File: src/sv/fie_pkg.sv
// Shared types and constants of the fold instruction executor.
package fie_pkg;

   localparam int REPORT_REGS   = 16;
   localparam int CONTROL_REGS  = 16;
   localparam int TEMP_REGS     = 16;
   localparam int LOCAL_REGS    = 16;
   localparam int IMPLICIT_REGS = 6;
   localparam int PRIM_SLOTS    = 16;
   localparam int PRIM_RTT      = 13;
   localparam int PRIM_UNUSED   = 15;
   localparam logic [63:0] FRAC_DENOM  = 64'd10;
   localparam logic [63:0] ALL_ONES_32 = 64'h0000_0000_FFFF_FFFF;
   // ceil(2^67 / 10): x / 10 == (x * RECIP_TEN) >> 67 for any 64-bit x
   localparam logic [63:0] RECIP_TEN   = 64'hCCCC_CCCC_CCCC_CCCD;
   localparam int DIV_STEPS = 64;

   typedef enum logic [3:0] {
      OP_ADD = 4'd0, OP_DIV = 4'd1, OP_EQ = 4'd2, OP_EWMA = 4'd3, OP_GT = 4'd4,
      OP_LT = 4'd5, OP_MAX = 4'd6, OP_MIN = 4'd7, OP_MUL = 4'd8, OP_SUB = 4'd9,
      OP_MAXWRAP = 4'd10, OP_IF = 4'd11, OP_NOTIF = 4'd12, OP_BIND = 4'd13
   } opcode_type;

   typedef enum logic [2:0] {
      CLS_IMM = 3'd0, CLS_REPORT = 3'd1, CLS_CONTROL = 3'd2, CLS_TEMP = 3'd3,
      CLS_LOCAL = 3'd4, CLS_IMPLICIT = 3'd5, CLS_PRIM = 3'd6
   } reg_class_type;

   typedef enum logic [1:0] {
      STS_OK = 2'd0, STS_OVERFLOW = 2'd1, STS_UNDERFLOW = 2'd2, STS_DIV_ZERO = 2'd3
   } status_type;

   typedef enum logic [1:0] {
      SEL_LEFT = 2'd0, SEL_RIGHT = 2'd1, SEL_DEST = 2'd2
   } rd_sel_type;

   typedef enum logic [3:0] {
      ST_IDLE, ST_RD_L, ST_RD_R, ST_RD_D, ST_MUL, ST_DIV_INIT, ST_DIV, ST_FIN
   } state_type;

   typedef struct packed {
      logic       accept;
      logic       rd_en;
      rd_sel_type rd_sel;
      logic       mul_clr;
      logic       mul_en;
      logic [3:0] mul_step;
      logic       div_init;
      logic       div_en;
      logic       finish;
   } cmd_type;

   typedef struct packed {
      logic is_load;
      logic is_mul;
      logic is_ewma;
      logic is_div;
      logic r_zero;
      logic d_zero;
   } stat_type;

endpackage

File: src/sv/fie_ctrl.sv
// Sequencer of the fold instruction executor: operand reads, multiply and divide steps.
module fie_ctrl
   import fie_pkg::*;
(
   input  logic     clock,
   input  logic     reset,
   input  logic     start,
   output logic     busy,
   input  stat_type stat,
   output cmd_type  cmd
);

   state_type state_ff, state_in;
   logic [5:0] cnt_ff, cnt_in;

   always_ff @(posedge clock) begin
      if (reset) begin
         state_ff <= ST_IDLE;
         cnt_ff   <= '0;
      end else begin
         state_ff <= state_in;
         cnt_ff   <= cnt_in;
      end
   end

   always_comb begin
      state_in = state_ff;
      cnt_in   = cnt_ff;
      cmd      = '0;
      busy     = (state_ff != ST_IDLE);
      case (state_ff)
         ST_IDLE: begin
            if (start) begin
               cmd.accept = 1'b1;
               state_in   = ST_RD_L;
            end
         end
         ST_RD_L: begin
            cmd.rd_en  = 1'b1;
            cmd.rd_sel = SEL_LEFT;
            state_in   = stat.is_load ? ST_FIN : ST_RD_R;
         end
         ST_RD_R: begin
            cmd.rd_en  = 1'b1;
            cmd.rd_sel = SEL_RIGHT;
            state_in   = ST_RD_D;
         end
         ST_RD_D: begin
            cmd.rd_en   = 1'b1;
            cmd.rd_sel  = SEL_DEST;
            cmd.mul_clr = 1'b1;
            cnt_in      = '0;
            if (stat.is_mul || stat.is_ewma) begin
               state_in = ST_MUL;
            end else if (stat.is_div && !stat.r_zero) begin
               state_in = ST_DIV_INIT;
            end else begin
               state_in = ST_FIN;
            end
         end
         ST_MUL: begin
            // ewma: six numerator steps, then four steps of the multiply by 1/10
            cmd.mul_en   = 1'b1;
            cmd.mul_step = cnt_ff[3:0];
            cnt_in       = cnt_ff + 6'd1;
            if (stat.is_mul && cnt_ff == 6'd2) begin
               state_in = ST_FIN;
            end else if (stat.is_ewma && (stat.d_zero || cnt_ff == 6'd9)) begin
               state_in = ST_FIN;
            end
         end
         ST_DIV_INIT: begin
            cmd.div_init = 1'b1;
            cnt_in       = '0;
            state_in     = ST_DIV;
         end
         ST_DIV: begin
            cmd.div_en = 1'b1;
            cnt_in     = cnt_ff + 6'd1;
            if (cnt_ff == 6'(DIV_STEPS - 1)) begin
               state_in = ST_FIN;
            end
         end
         ST_FIN: begin
            cmd.finish = 1'b1;
            state_in   = ST_IDLE;
         end
         default: state_in = ST_IDLE;
      endcase
   end

endmodule

File: config.mk
export PLATFORM = sky130hd
export DESIGN_NAME = fie_ctrl
export DESIGN_NICKNAME = d
export VERILOG_FILES = /design/src/sv/fie_pkg.sv /design/src/sv/fie_ctrl.sv
export SDC_FILE = /design/constraint.sdc
export NUM_CORES = 1
export LEC_CHECK = 0
export BUFFER_PORTS_ARGS = -buffer_cell sky130_fd_sc_hd__buf_2
export CELL_PAD_IN_SITES_DETAIL_PLACEMENT = 1
export CELL_PAD_IN_SITES_GLOBAL_PLACEMENT = 2
export CORE_MARGIN = 2
export CORE_UTILIZATION = 30
export CTS_BUF_LIST = sky130_fd_sc_hd__clkbuf_2
export CTS_CLUSTER_SIZE = 28
export DETAILED_ROUTE_END_ITERATION = 6
export PLACE_DENSITY = 0.87
export SLEW_MARGIN = 5
export SYNTH_ARGS = -nofsm -noshare
export SYNTH_HDL_FRONTEND = slang
export SYNTH_SLANG_ARGS = --single-unit
File: constraint.sdc
create_clock -name clock -period 2.4 [get_ports clock]
set_input_delay 0.36 -clock clock [delete_from_list [all_inputs] [get_ports clock]]
set_output_delay 0.36 -clock clock [all_outputs]
set_load 0.05 [all_outputs]
Word-level counts from Yosys, hierarchy flattened. Index checks and enable logic that the tools add are counted.

Add/subtract/negate cells: 1. Equal/unequal tests: 13. Mux-type cells: 17. Reduce and logical (&&, ||, !) cells: 12.

Operator list (number): $pmux 4 s7 (1); $mux 4 (5); $eq 4x3->1 const B (4); $pmux 6 s2 (1); $pmux 3 s3 (1); $eq 4x2->1 const B (2); $add 6x1->6 const B (1); $eq 6x2->1 const B (1); $eq 6x4->1 const B (1); $eq 6x6->1 const B (1); $mux 1 (6); $mux 5 (1); $eq 4x1->1 const B (1); $logic_not 4->1 (1); $ne 2x2->1 const B (2); $reduce_bool 4->1 (1); $reduce_or 2->1 (2); $logic_and 1x1->1 (3); $mux 3 (1); $ne 3x3->1 const B (1); $reduce_and 3->1 (1); $logic_or 1x1->1 (2); $mux 2 (1); $reduce_bool 2->1 (1); $logic_not 1->1 (1).

Bits in registers: 10. Input port bits: 9. Output and inout port bits: 14. Logic and storage cells: 45.

Logic depth before layout (Yosys ltp).
Word-level depth: 6. Gate-level depth with buffers: 6. Mapped depth without buffers: 6.

Worst setup path after synthesis. OpenSTA, ideal clock, no wires.

Path type: register to output. From: register state_ff[1]. To: output cmd[1] (netlist bit). Arrival time: 1.900 ns. Slack: 0.140 ns. Stages on the path, launching flop included: 3. Path through: dfxtp_1 -> clkbuf_1 -> nor3b_1.

RTL lines: start, declared (RTL line fie_ctrl.sv:13) `state_type state_ff, state_in;`; start signal, assigned (RTL line fie_ctrl.sv:21) `state_ff <= state_in;`; end, declared (RTL line fie_ctrl.sv:10) `output cmd_type cmd`.

==> flow_summary.toml <==
[die]
dieArea_um2 = 2750
io_pins = 23
die_height_um = 52.5
die_w_um = 52.5
design.core.area_um2 = 2210
initial_core_util_pct = 31.8
num_rows = 17

[clock_tree]
cts_tree = "yes"
clockBufferDepth = 2
numCtsBuffers = 3
post_cts_buffers = 0
cts-root-buf = "clkbuf_2"
ctsHoldBuffers = 0
cts_sinks = 9
htree_levels = 1
ctsResizeCount = 0
insertion_delay_ns = 0.26
clk_pin_slew_ns = 0.10

[layout]
syn_to_final_growth_pct = 21.3
drive_gt1_share_pct = 31.6
final_common_cell = "buf_2"
fin_area_um2 = 855
fin_nets = 127
finish.utilization_pct = 38.6
antennaDiodeCount = 0
final_cell_mix = "buf_2 (22), nor2_1 (13), dfxtp_1 (9), nand2_1 (7), a21oi_1 (7)"

[synthesis]
yosysWarnings = 0
seq_area_frac_synth_pct = 25.6
synth_edf_count = 0
yosysTopAreaCell = "dfxtp_1"
synthFlopType = "dfxtp_1"
synthTopCellsByArea = "dfxtp_1 (26%), nor2_1 (6.9%), ha_1 (5.3%)"
ys_ff_latch = 9
synth.avg_cell_area_um2 = 7.57
synth_async_sr_flop_share_pct = 0
syn_area_um2 = 704
synth_cells = 93
synth_nets = 105
yosysUniqueCellTypes = 31
yosysTopAreaCellShare_pct = 25.6

[sta]
rsz0062_at_grt = "false"
finalMaxSlewViolations = 0
setup_violations = 0
clock_skew_ns = 0.0125
fin_tns_setup_ns = 0
relSlewSlack_pct = 69.7
hold_viol_final = 0
finalCritPeriodShare_pct = 81.2
fin_crit_ns = 1.95
worstMarginPinSlew_ns = 0.454
clock.fmax_mhz = 513

[critical_path]
start_kind = "register"
endpoint_kind = "output pin"
cp.required_ns = 2.04
path_max_fanout = 14
arrival_ns = 1.59
critPathKind = "reg2out"

[grt]
grt_usage_pct = 14.6
grt_pass1_vias = 639
grt_pass1_wl_um = 2900
gr-total-overflow = 0
antenna_found_initial = 0
grt_max_degree = 20

[place]
place_area_um2 = 835
hpwl_um = 1380
gp_congestion = 0.732
port_buffers = 22

[route]
drt_first_iter_violations = 9
drt_pass1_iterations = 4
postRouteAntennaNets = 0
vias_per_cell = 5.37
avgRoutedWirePerCell_um = 13.1
vias = 762
wl_um = 1860
drc = 0

[power_and_ir_drop]
leakage_nw = 0.378
powerDensity_nw_per_um2 = 697
peakVddDrop_v = 0.000302

[status]
status = "complete, no violations"

[worst_hold_path]
hp-class = "in2reg"

[job]
max-cap-violations = 0
-- registers in the layout, summed over array words and instances (netlist names) --
name      flops
cnt_ff        6
state_ff      3
-- kinds of logic after synthesis --
group / share of synthesized area, %
AND/OR/NAND/NOR: 34.6
buffers and inverters: 6.93
adder cells (fa/ha/maj): 5.33
flip-flops: 25.6
AO/OA/AOI/OAI: 27.5
-- worst max-delay path, cell delays in order, from the launching register on --
cell and delay [ns]:
dfxtp_1 0.61, nor3b_1 0.38, buf_2 0.33
-- path summary, 6_finish.rpt --
path | end | startpoint | slack [ns] | cells after the start
worst max-delay path | cmd[1] | state_ff[1] | 0.45 | 2
worst min-delay path | cnt_ff[5] | reset | 0.39 | 2
worst max register to register | cnt_ff[5] | state_ff[0] | 0.83 | 5
worst min register to register | cnt_ff[1] | cnt_ff[1] | 0.55 | 2
-- through the flow --
stage | cells | worst slack, ns | power (mW) | hold WS, ns
after global placement | 138 | 0.836 | 0.495 | 0.550
final | 142 | 0.451 | 0.596 | 0.392
after CTS | 142 | 0.430 | 0.601 | 0.379
after global routing | 142 | 0.306 | 0.638 | 0.368
after detailed placement | 138 | 0.750 | 0.501 | 0.548
after floorplan | 93 | 0.140 | 0.427 | 0.502
-- layer usage --
metal | up-vias | wire length (um) | global-route usage, %
li1 | 377 | - | -
met3 | 2 | 119 | 4.86
met2 | 20 | 812 | 23.3
met1 | 363 | 912 | 18.1
met5 | - | 0 | 0
met4 | 0 | 15 | 5.13
-- area by class of cell --
type	instances	area, um2
well taps	28	35.0
clock buffers	4	20.0
multi-input cells	72	475
fillers	292	1360
inverters	5	18.8
flip-flops and latches	9	180
repair buffers	24	125
-- power breakdown --
part           switching (mW)  internal [mW]  total [mW]
combinational           0.219         0.0803       0.299
sequential             0.0345          0.163       0.198
clock                  0.0542         0.0443      0.0985
-- cell usage after synthesis, types with 2 or more instances --
library cell and count:
a21oi_1 7, a22o_1 2, a22oi_1 2, and2_1 2, and3_1 3, and3_2 2
clkbuf_1 5, dfxtp_1 9, ha_1 3, inv_1 5, nand2_1 7, nand3_1 6
nor2_1 13, nor3_1 3, nor3b_1 3, o21ai_0 5, o31ai_1 2
Note: power is estimated with default switching activity, not from simulation.
